**config.mk**
```make
export PLATFORM = sky130hd
export DESIGN_NAME = spaced_seed_kmer_extractor_core
export DESIGN_NICKNAME = d
export VERILOG_FILES = /design/src/rtl/ssk_pkg.sv /design/src/rtl/spaced_seed_kmer_extractor_core.sv /design/src/rtl/ssk_decode.sv /design/src/rtl/ssk_plan.sv /design/src/rtl/ssk_pack.sv
export SDC_FILE = /design/constraint.sdc
export NUM_CORES = 2
export LEC_CHECK = 0
export ABC_CLOCK_PERIOD_IN_PS = 10200
export BUFFER_PORTS_ARGS = -buffer_cell sky130_fd_sc_hd__buf_2
export CAP_MARGIN = 20
export CORE_UTILIZATION = 25
export CTS_CLUSTER_SIZE = 12
export DETAILED_ROUTE_END_ITERATION = 6
export PLACE_DENSITY_LB_ADDON = 0.3
export SKIP_CTS_REPAIR_TIMING = 1
export SLEW_MARGIN = 20
export SYNTH_ARGS = -nofsm -noshare
export SYNTH_HDL_FRONTEND = slang
export SYNTH_HIERARCHICAL = 1
export SYNTH_SLANG_ARGS = --single-unit
```
**constraint.sdc**
```tcl
create_clock -name i_clk -period 10.2 [get_ports i_clk]
set_input_delay 0.51 -clock i_clk [delete_from_list [all_inputs] [get_ports i_clk]]
set_output_delay 0.51 -clock i_clk [all_outputs]
set_load 0.005 [all_outputs]
```
**src/rtl/ssk_pkg.sv**
```systemverilog
// Shared types, constants and register codes for the spaced-seed k-mer extractor.
`timescale 1ns / 1ps

package ssk_pkg;

    localparam int WINDOW_DEF  = 32;   // default window depth in bases
    localparam int MAX_WINDOW  = 32;   // largest supported window
    localparam int KMER_W      = 64;
    localparam int SLOTS       = KMER_W / 2;
    localparam int RANK_W      = 5;
    localparam int SPAN_W      = 6;
    localparam int CFG_IDX_W   = 2;
    localparam int CFG_DATA_W  = 32;

    localparam logic [CFG_IDX_W-1:0] CFG_BASE_MASK    = 2'd0;
    localparam logic [CFG_IDX_W-1:0] CFG_MASK_LENGTH  = 2'd1;
    localparam logic [CFG_IDX_W-1:0] CFG_UNKNOWN_SEED = 2'd2;

    localparam logic [31:0] BASE_MASK_RST   = 32'hFFFF_FFFF;
    localparam logic [5:0]  MASK_LENGTH_RST = 6'd16;
    localparam logic [15:0] LFSR_RST        = 16'h0001;
    localparam logic [15:0] LFSR_TAPS       = 16'hB400;

    localparam logic [1:0] CODE_A = 2'd0;
    localparam logic [1:0] CODE_C = 2'd1;
    localparam logic [1:0] CODE_G = 2'd2;
    localparam logic [1:0] CODE_T = 2'd3;

    typedef struct packed {
        logic [7:0] symbol;
        logic       first;
    } t_in_item;

    typedef struct packed {
        logic [KMER_W-1:0] packed_kmer;
        logic [5:0]        selected_count;
        logic              ready_res;
        logic              was_unknown;
    } t_out_item;

    // Per-window-position selection derived from the seed configuration.
    // Index k counts bases from the newest (k = 0).
    typedef struct packed {
        logic [MAX_WINDOW-1:0]             sel;
        logic [MAX_WINDOW-1:0][RANK_W-1:0] rank;
        logic [SPAN_W-1:0]                 count;
        logic [SPAN_W-1:0]                 span;
    } t_plan;

endpackage

```
**src/rtl/spaced_seed_kmer_extractor_core.sv**
```systemverilog
// Top level of the spaced-seed k-mer extractor.
`timescale 1ns / 1ps
//
//  Channel   Dir  Handshake                    Payload
//  --------  ---  ---------------------------  ---------------------------------
//  in        in   i_in_valid / o_in_ready      i_in_data  (symbol, first)
//  out       out  o_out_valid / i_out_ready    o_out_data (kmer, count, ready, unknown)
//  cfg       in   i_cfg_we (no wait)           i_cfg_idx, i_cfg_wdata
//
//  One transaction per cycle sustained while the output side accepts; a result
//  passes from its input transaction through stage 1 (window/state update)
//  and then the output register (selection and packing), where it can be taken.
//  The depth is set by the stage-1 register and the output register; the
//  selection plan is registered off the mask registers, behind the write to them.
//  Reset (synchronous, active low) clears window, fill count, pipeline valids
//  and restores mask registers and LFSR to their defaults.
//  Output stalls back up through stage 1; input stays ready while stage 1
//  can drain or is empty.

module spaced_seed_kmer_extractor_core #(
    parameter int P_WINDOW = ssk_pkg::WINDOW_DEF
) (
    input  logic                              i_clk,
    input  logic                              i_rst_n,
    input  logic                              i_in_valid,
    output logic                              o_in_ready,
    input  ssk_pkg::t_in_item                 i_in_data,
    output logic                              o_out_valid,
    input  logic                              i_out_ready,
    output ssk_pkg::t_out_item                o_out_data,
    input  logic                              i_cfg_we,
    input  logic [ssk_pkg::CFG_IDX_W-1:0]     i_cfg_idx,
    input  logic [ssk_pkg::CFG_DATA_W-1:0]    i_cfg_wdata
);
    import ssk_pkg::*;

    localparam int WIN_W  = 2 * P_WINDOW;
    localparam int FILL_W = $clog2(P_WINDOW + 1);
    localparam logic [FILL_W-1:0] FILL_MAX = FILL_W'(P_WINDOW);

    // configuration
    logic [31:0] r_base_mask;
    logic [5:0]  r_mask_length;

    // sequence state
    logic [WIN_W-1:0]  r_window,  n_window;
    logic [FILL_W-1:0] r_fill,    n_fill;
    logic [15:0]       r_lfsr;

    // stage 1: snapshot of the updated state
    logic              r_s1_valid;
    logic [WIN_W-1:0]  r_s1_window;
    logic [FILL_W-1:0] r_s1_fill;
    logic              r_s1_unknown;

    // output register
    logic      r_out_valid;
    t_out_item r_out, n_out;

    logic [1:0]  code;
    logic        unknown;
    logic [15:0] lfsr_next;
    logic [15:0] seed;
    t_plan       plan;
    logic [KMER_W-1:0] kmer;
    logic        in_acc;
    logic        s1_move;

    ssk_decode u_decode (
        .i_symbol    (i_in_data.symbol),
        .i_lfsr      (r_lfsr),
        .o_code      (code),
        .o_unknown   (unknown),
        .o_lfsr_next (lfsr_next)
    );

    ssk_plan #(.P_WINDOW(P_WINDOW)) u_plan (
        .i_clk         (i_clk),
        .i_base_mask   (r_base_mask),
        .i_mask_length (r_mask_length),
        .o_plan        (plan)
    );

    ssk_pack #(.P_WINDOW(P_WINDOW)) u_pack (
        .i_window (r_s1_window),
        .i_plan   (plan),
        .o_kmer   (kmer)
    );

    // handshake: stage 1 drains into the output register when it is free
    assign s1_move    = r_s1_valid && (!r_out_valid || i_out_ready);
    assign o_in_ready = !r_s1_valid || s1_move;
    assign in_acc     = i_in_valid && o_in_ready;

    // zero seed would lock the LFSR
    assign seed = (i_cfg_wdata[15:0] == 16'h0000) ? LFSR_RST : i_cfg_wdata[15:0];

    always_comb begin
        logic [FILL_W-1:0] base_fill;
        base_fill = i_in_data.first ? '0 : r_fill;
        n_window  = {r_window[WIN_W-3:0], code};
        n_fill    = (base_fill < FILL_MAX) ? base_fill + FILL_W'(1) : base_fill;
    end

    always_comb begin
        n_out.packed_kmer    = kmer;
        n_out.selected_count = plan.count;
        n_out.ready_res      = (SPAN_W'(r_s1_fill) >= plan.span);
        n_out.was_unknown    = r_s1_unknown;
    end

    // configuration registers and LFSR; a seed write reloads the LFSR,
    // otherwise it steps with each accepted unknown character
    always_ff @(posedge i_clk) begin
        if (!i_rst_n) begin
            r_base_mask   <= BASE_MASK_RST;
            r_mask_length <= MASK_LENGTH_RST;
            r_lfsr        <= LFSR_RST;
        end else begin
            if (i_cfg_we) begin
                case (i_cfg_idx)
                    CFG_BASE_MASK:   r_base_mask   <= i_cfg_wdata;
                    CFG_MASK_LENGTH: r_mask_length <= i_cfg_wdata[5:0];
                    default: ;
                endcase
            end
            if (i_cfg_we && (i_cfg_idx == CFG_UNKNOWN_SEED)) begin
                r_lfsr <= seed;
            end else if (in_acc) begin
                r_lfsr <= lfsr_next;
            end
        end
    end

    // window and fill count (saturating, restarted by first) update on every accepted transaction
    always_ff @(posedge i_clk) begin
        if (!i_rst_n) begin
            r_window <= '0;
            r_fill   <= '0;
        end else if (in_acc) begin
            r_window <= n_window;
            r_fill   <= n_fill;
        end
    end

    always_ff @(posedge i_clk) begin
        if (!i_rst_n) begin
            r_s1_valid <= 1'b0;
        end else if (in_acc) begin
            r_s1_valid <= 1'b1;
        end else if (s1_move) begin
            r_s1_valid <= 1'b0;
        end
    end

    always_ff @(posedge i_clk) begin
        if (in_acc) begin
            r_s1_window  <= n_window;
            r_s1_fill    <= n_fill;
            r_s1_unknown <= unknown;
        end
    end

    always_ff @(posedge i_clk) begin
        if (!i_rst_n) begin
            r_out_valid <= 1'b0;
        end else if (s1_move) begin
            r_out_valid <= 1'b1;
        end else if (i_out_ready) begin
            r_out_valid <= 1'b0;
        end
    end

    always_ff @(posedge i_clk) begin
        if (s1_move) begin
            r_out <= n_out;
        end
    end

    assign o_out_valid = r_out_valid;
    assign o_out_data  = r_out;

`ifndef SYNTHESIS
    // input is only held off while stage 1 is occupied
    a_ready_blocked: assert property (@(posedge i_clk) disable iff (!i_rst_n)
        !o_in_ready |-> r_s1_valid)
        else $error("input stalled with empty stage 1");

    // an accepted transaction always occupies stage 1 next cycle
    a_accept_lands: assert property (@(posedge i_clk) disable iff (!i_rst_n)
        in_acc |=> r_s1_valid)
        else $error("accepted transaction lost before stage 1");

    // a result held under backpressure keeps its payload
    a_out_hold: assert property (@(posedge i_clk) disable iff (!i_rst_n)
        (r_out_valid && !i_out_ready) |=> (r_out_valid && $stable(r_out)))
        else $error("stalled result changed");

    // LFSR never locks at zero, fill count saturates at the window depth
    a_state_range: assert property (@(posedge i_clk) disable iff (!i_rst_n)
        (r_lfsr != 16'h0000) && (r_fill <= FILL_MAX))
        else $error("LFSR or fill count out of range");
`endif

endmodule

```
**src/rtl/ssk_decode.sv**
```systemverilog
// Nucleotide decoder with LFSR substitution for unknown characters.
`timescale 1ns / 1ps

module ssk_decode (
    input  logic [7:0]  i_symbol,
    input  logic [15:0] i_lfsr,
    output logic [1:0]  o_code,
    output logic        o_unknown,
    output logic [15:0] o_lfsr_next
);
    import ssk_pkg::*;

    always_comb begin
        o_unknown   = 1'b0;
        o_lfsr_next = i_lfsr;
        case (i_symbol)
            "A", "a", "U", "u": o_code = CODE_A;
            "C", "c":           o_code = CODE_C;
            "G", "g":           o_code = CODE_G;
            "T", "t":           o_code = CODE_T;
            default: begin
                o_unknown   = 1'b1;
                o_code      = i_lfsr[1:0];
                o_lfsr_next = (i_lfsr >> 1) ^ (i_lfsr[0] ? LFSR_TAPS : 16'h0000);
            end
        endcase
    end

endmodule

```
**src/rtl/ssk_plan.sv**
```systemverilog
// Registered selection plan: which window bases the seed picks and their output slots.
`timescale 1ns / 1ps

module ssk_plan #(
    parameter int P_WINDOW = ssk_pkg::WINDOW_DEF
) (
    input  logic                       i_clk,
    input  logic [31:0]                i_base_mask,
    input  logic [5:0]                 i_mask_length,
    output ssk_pkg::t_plan             o_plan
);
    import ssk_pkg::*;

    localparam logic [SPAN_W-1:0] WIN_LEN = SPAN_W'(P_WINDOW);

    t_plan r_plan;
    t_plan n_plan;

    always_comb begin
        logic [SPAN_W-1:0]     span;
        logic [SPAN_W-1:0]     pos;
        logic [MAX_WINDOW-1:0] sel;
        logic [MAX_WINDOW-1:0] below;
        span = (i_mask_length > WIN_LEN) ? WIN_LEN : i_mask_length;
        sel  = '0;
        // base k (newest = 0) sits at seed position span-1-k
        for (int k = 0; k < P_WINDOW; k++) begin
            pos = span - SPAN_W'(k) - SPAN_W'(1);
            if (SPAN_W'(k) < span) begin
                sel[k] = i_base_mask[pos[RANK_W-1:0]];
            end
        end
        n_plan.sel  = sel;
        n_plan.span = span;
        n_plan.count = SPAN_W'($countones(sel));
        // slot of a selected base = number of selected newer bases
        for (int k = 0; k < MAX_WINDOW; k++) begin
            below          = (MAX_WINDOW'(1) << k) - MAX_WINDOW'(1);
            n_plan.rank[k] = RANK_W'($countones(sel & below));
        end
    end

    always_ff @(posedge i_clk) begin
        r_plan <= n_plan;
    end

    assign o_plan = r_plan;

endmodule

```
**src/rtl/ssk_pack.sv**
```systemverilog
// Compaction of the selected window bases into the packed k-mer.
`timescale 1ns / 1ps

module ssk_pack #(
    parameter int P_WINDOW = ssk_pkg::WINDOW_DEF
) (
    input  logic [2*P_WINDOW-1:0]      i_window,
    input  ssk_pkg::t_plan             i_plan,
    output logic [ssk_pkg::KMER_W-1:0] o_kmer
);
    import ssk_pkg::*;

    always_comb begin
        o_kmer = '0;
        for (int r = 0; r < SLOTS; r++) begin
            for (int k = 0; k < P_WINDOW; k++) begin
                if (i_plan.sel[k] && (i_plan.rank[k] == RANK_W'(r))) begin
                    o_kmer[2*r +: 2] = o_kmer[2*r +: 2] | i_window[2*k +: 2];
                end
            end
        end
    end

endmodule
```
======== Word level (Yosys, flattened, before mapping) ========
Index checks and enable logic that the tools add are counted.
storage, ports and cells
  register bits ........................... 462
  logic and storage cells ................. 4219
  input port bits ......................... 48
  output and inout bits ................... 74
cells by class
  reduce and logical (&&, ||, !) cells .... 1013
  bitwise gates (word level) .............. 932
  add/subtract/negate cells ............... 143
  magnitude comparators ................... 67
  equality and inequality tests ........... 943
  multiplexer cells ....................... 1073
operators by type and width
  kind                                                 number
  == test 5 bit (second input constant)                480
  2-to-1 mux 2 bit                                     963
  bitwise OR 2 bit                                     931
  == test 5 x 4 -> 1 bit (second input constant)       240
  logical AND 1 bit                                    965
  == test 5 x 3 -> 1 bit (second input constant)       120
  == test 5 x 2 -> 1 bit (second input constant)       60
  < comparator 5 x 6 -> 1 bit (second input constant)  32
  binary-select mux 1 bit (select 5 bit)               32
  subtractor 5 x 1 -> 5 bit (second input constant)    32
  zero test 5 bit                                      31
  adder 5 bit                                          30
  == test 5 x 1 -> 1 bit (second input constant)       30
  < comparator 5 x 6 -> 1 bit (first input constant)   16
  == test 8 x 7 -> 1 bit (second input constant)       10
  2-to-1 mux 16 bit                                    5
  subtractor 5 bit (second input constant)             16
  2-to-1 mux 1 bit                                     69
  adder 5 x 1 -> 5 bit                                 11
  adder 6 bit                                          9
  < comparator 4 x 6 -> 1 bit (first input constant)   8
  subtractor 5 x 4 -> 5 bit (second input constant)    8
  adder 1 x 1 -> 2 bit                                 16
  < comparator 3 x 6 -> 1 bit (first input constant)   4
  other kinds (30)                                     53

======== Depth between registers and ports, before layout ========
  word-level depth ........................ 63
  depth in mapped cells ................... 32
  gate-level depth less buffers ........... 28

======== By module ========
Netlist, hierarchy kept.
modules (own cells, without submodules)
  module                           cells each  sequential area each (µm²)  area each (µm²)  instances
  ssk_pack                         2514        0.0                         15782.6          1
  ssk_plan                         1097        3663.5                      11725.0          1
  spaced_seed_kmer_extractor_core  755         6776.5                      9359.0           1
  ssk_decode                       39          0.0                         427.9            1

======== Worst setup path before layout ========
No wires, ideal clock.
  path type ............................... register to register
  start ................................... register r_mask_length[5]
  end ..................................... register u_plan.r_plan (netlist bit u_plan/o_plan[11])
  required time ........................... 10073 ps
  data arrival time ....................... 8105 ps
  stages on the path, launching flop included .. 31
  library setup time ...................... 127 ps
  clock period less this slack ............ 8231 ps
  setup slack ............................. 1969 ps
  path through ............................ dfxtp_1 -> buf_6 -> nand2b_1 -> buf_2 -> buf_2 -> ha_1 -> clkbuf_1 -> nand2_1 -> mux2i_1 -> a21oi_4 -> nor2_1 -> xor2_1 -> mux4_2 -> o211a_1 -> ha_1 -> inv_1 -> fa_1 -> fa_1 -> inv_1 -> ha_1 -> ha_1 -> a21oi_1 -> xnor2_1 -> ha_1 -> xnor2_1 -> fa_1 -> fa_1 -> fa_1 -> a21oi_1 -> o21ai_0 -> xor2_1
RTL lines
  item                      RTL line                                text
  start: declaration        spaced_seed_kmer_extractor_core.sv:43   logic [5:0] r_mask_length;
  start signal: assignment  spaced_seed_kmer_extractor_core.sv:123  CFG_MASK_LENGTH: r_mask_length <= i_cfg_wdata[5:0];
  end signal: assignment    ssk_plan.sv:44                          r_plan <= n_plan;
  end: declaration          ssk_plan.sv:16                          t_plan r_plan;

==> qor.csv <==
metric;value;unit
status;complete, but fails checks;
failing checks;slew limit;
Layout area overhead;11.5;%
Worst R2R Path Depth;26;
worst hold-check path type;in -> reg;
Critical Path End;u_plan/o_plan[166];
peak supply drop;0.000535;V
Placer Congestion;1.07;
Setup crit start kind;register;
Power Dens Cells;383;nW/um2
vias in the first global route;38940;
Wirelength per Cell;40.3;um
syn avg cell area;8.47;um2
final net count;4632;
Ports;122;
Slew HR;-0.121;
setup TNS;0;ps
Crit Path Class;reg -> reg;
reg2reg end;u_plan/o_plan[166];
number of flops mapped to enable cells by yosys;143;
clock share of power;0.119;
ys async rst share;0;
commonest cells in the netlist;o22ai_1, nand2_1, dfxtp_1;
vias per std cell;6.56;
Worst Tran Pin Value;1680;ps
GRT overflow;0;
Clock Sinks;450;
critical-path maximum fanout;20;
vias after detailed routing;41794;
DR iter-0 viols;6791;
CP endpoint kind;register;
Max Slew Vio Count;67;
static leakage;0.0145;uW
CTS Buf Count;53;
global-route wire length before repair;340;mm
Sequential Power Share;0.229;
Clk pin slew, worst setup/hold paths;60;ps
area leader, netlist;dfxtp_1;
share of layout cells above drive strength 1;0.119;
clk buf depth;3;
Tmin final;9270;ps
FF+latch area;10400;um2
DIE WIDTH;388;um
Int Pwr;7140;uW
total core area;148000;um2
FILL cells;15885;
Routed Antenna Nets;0;
dpl hpwl;196;mm
Max Fclk;0.108;GHz
most frequent cell after synthesis;o22ai_1;
Port Buffer Count;120;
share of the synthesized area in the top cell type;0.165;
Root Driver;clkbuf_16;
WHS;16.2;ps
CTS tree;built;
number of cell rows;141;
Mapped Cells;4405;
initial antenna violation count;17;
NetSw;8800;uW
GRT Total Usage;0.327;
Worst setup startpoint;r_mask_length[5];
Arr. time, crit path;9840;ps
switching share of power;0.552;
ys flop type;dfxtp_1;
First-pass DRT Iterations;7;
Seq cells post-synth;450;
sequential fraction of the synthesis area;0.280;
Final period util;0.908;
Max Cap Violations;0;
RSZ-0062 raised after global routing;false;
final setup vio count;0;
Die Height;388;um
largest net degree at the start of global routing;86;
Logic pwr share;0.651;
worst skew pair latency;690;ps
DIE AREA;151000;um2
Synth cell types;114;
H-tree levels;2;
area occupied by multi-input gates;24600;um2
WP data required;10770;ps
initial core utilization;0.252;
register-to-register setup slack;930;ps
Warnings, synthesis;6;
Post-Syn Area;37300;um2
worst r2r src;r_mask_length[5];
DRC;0;
synth top area cells;dfxtp_1, edfxtp_1, o22ai_1, ha_1, nand2_1;
Clock Skews;61.8;ps
final count of hold timing violations;0;
wirelength, routed;257;mm
stage by stage:
stage / power (uW) / cell area, um2 / util / worst slack, ps / cells
detailed placement: 13500 / 39800 / 0.269 / 1060 / 6257
floorplan: 9320 / 37400 / - / 1970 / 4424
global placement: 13500 / 39800 / 0.269 / 1100 / 6256
CTS: 15500 / 41500 / 0.281 / 1020 / 6356
finish: 15900 / 41600 / 0.281 / 935 / 6368
global route: 16700 / 41600 / 0.281 / 356 / 6361
cell families after synthesis:
kind of cell / Yosys count / synth area share
flops: 450 / 0.280
buf+inv: 534 / 0.0671
fa+ha+maj: 201 / 0.0817
other cells: 1 / 0.000101
mux: 143 / 0.0491
xor+xnor: 96 / 0.0239
simple gates: 1596 / 0.245
compound gates: 1384 / 0.253
power by group through the flow:
stage	Combinational, uW	Clock, uW	Sequential (uW)
global placement	9910	0	3570
detailed placement	9930	0	3580
floorplan	6500	0	2820
global route	11000	2020	3650
finish	10400	1900	3660
CTS	9990	1950	3540
state kept, by name (all words and copies together) (netlist names):
register / flops
r_s1_unknown: 1
r_s1_window: 64
o_out_valid: 1
r_lfsr: 16
r_base_mask: 32
o_out_data: 72
r_fill: 6
r_s1_fill: 6
r_window: 62
u_plan/o_plan: 183
r_s1_valid: 1
r_mask_length: 6
how the worst min path moves through the flow:
stage	cells after the start	startpoint	end	slack, ps
2_1_floorplan	0	u_plan/o_plan[6]	o_out_data[2]	390
3_3_place_gp	0	u_plan/o_plan[8]	o_out_data[4]	390
3_5_place_dp	0	u_plan/o_plan[7]	o_out_data[3]	390
4_1_cts	3	i_cfg_wdata[24]	r_base_mask[24]	-2
5_1_grt	3	i_cfg_wdata[26]	r_base_mask[26]	20
6_report	3	i_cfg_wdata[24]	r_base_mask[24]	20
placed cells by master (no fill, tap or decap), types with 121 or more instances in the layout:
| cell type | count |
|---|---|
| a21oi_1 | 125 |
| a22oi_1 | 185 |
| buf_2 | 121 |
| buf_4 | 162 |
| dfxtp_1 | 306 |
| edfxtp_1 | 143 |
| ha_1 | 129 |
| inv_1 | 145 |
| nand2_1 | 418 |
| nand3_1 | 277 |
| nor2_1 | 159 |
| nor4_1 | 134 |
| o21ai_0 | 122 |
| o22ai_1 | 559 |
worst max-delay path: stages, from the launching register on:
cell and delay (ps):
dfxtp_1 520, buf_4 330, inv_2 200, nand2_2 240, ha_1 450, o21ai_0 200
xnor2_1 410, xor2_1 320, mux4_2 540, o211a_1 310, ha_1 350, inv_1 60
fa_1 470, fa_1 490, inv_1 70, ha_1 180, maj3_1 340, a21oi_1 470
clkinv_1 220, ha_1 380, xnor2_2 890, ha_1 510, ha_1 480, ha_1 300
a21oi_1 140, o21ai_0 120, xnor2_1 150
per-layer routing:
metal  part of all wire  global-route usage  routed length, um
met1               0.39               0.399              99100
met2               0.41               0.473             104000
met3               0.10              0.0900              26100
met4               0.10               0.278              26900
met5            0.00046            0.000957                119
area by class of cell:
type | count | area share
flip-flops and latches | 450 | 0.251
repair buffers | 285 | 0.0444
multi-input cells | 3440 | 0.591
inverters | 154 | 0.0143
well taps | 1930 | 0.0581
clock buffers | 73 | 0.0345
clock inverters | 26 | 0.00590
diodes | 10 | 0.000602
(Power assumes the default switching activity.)
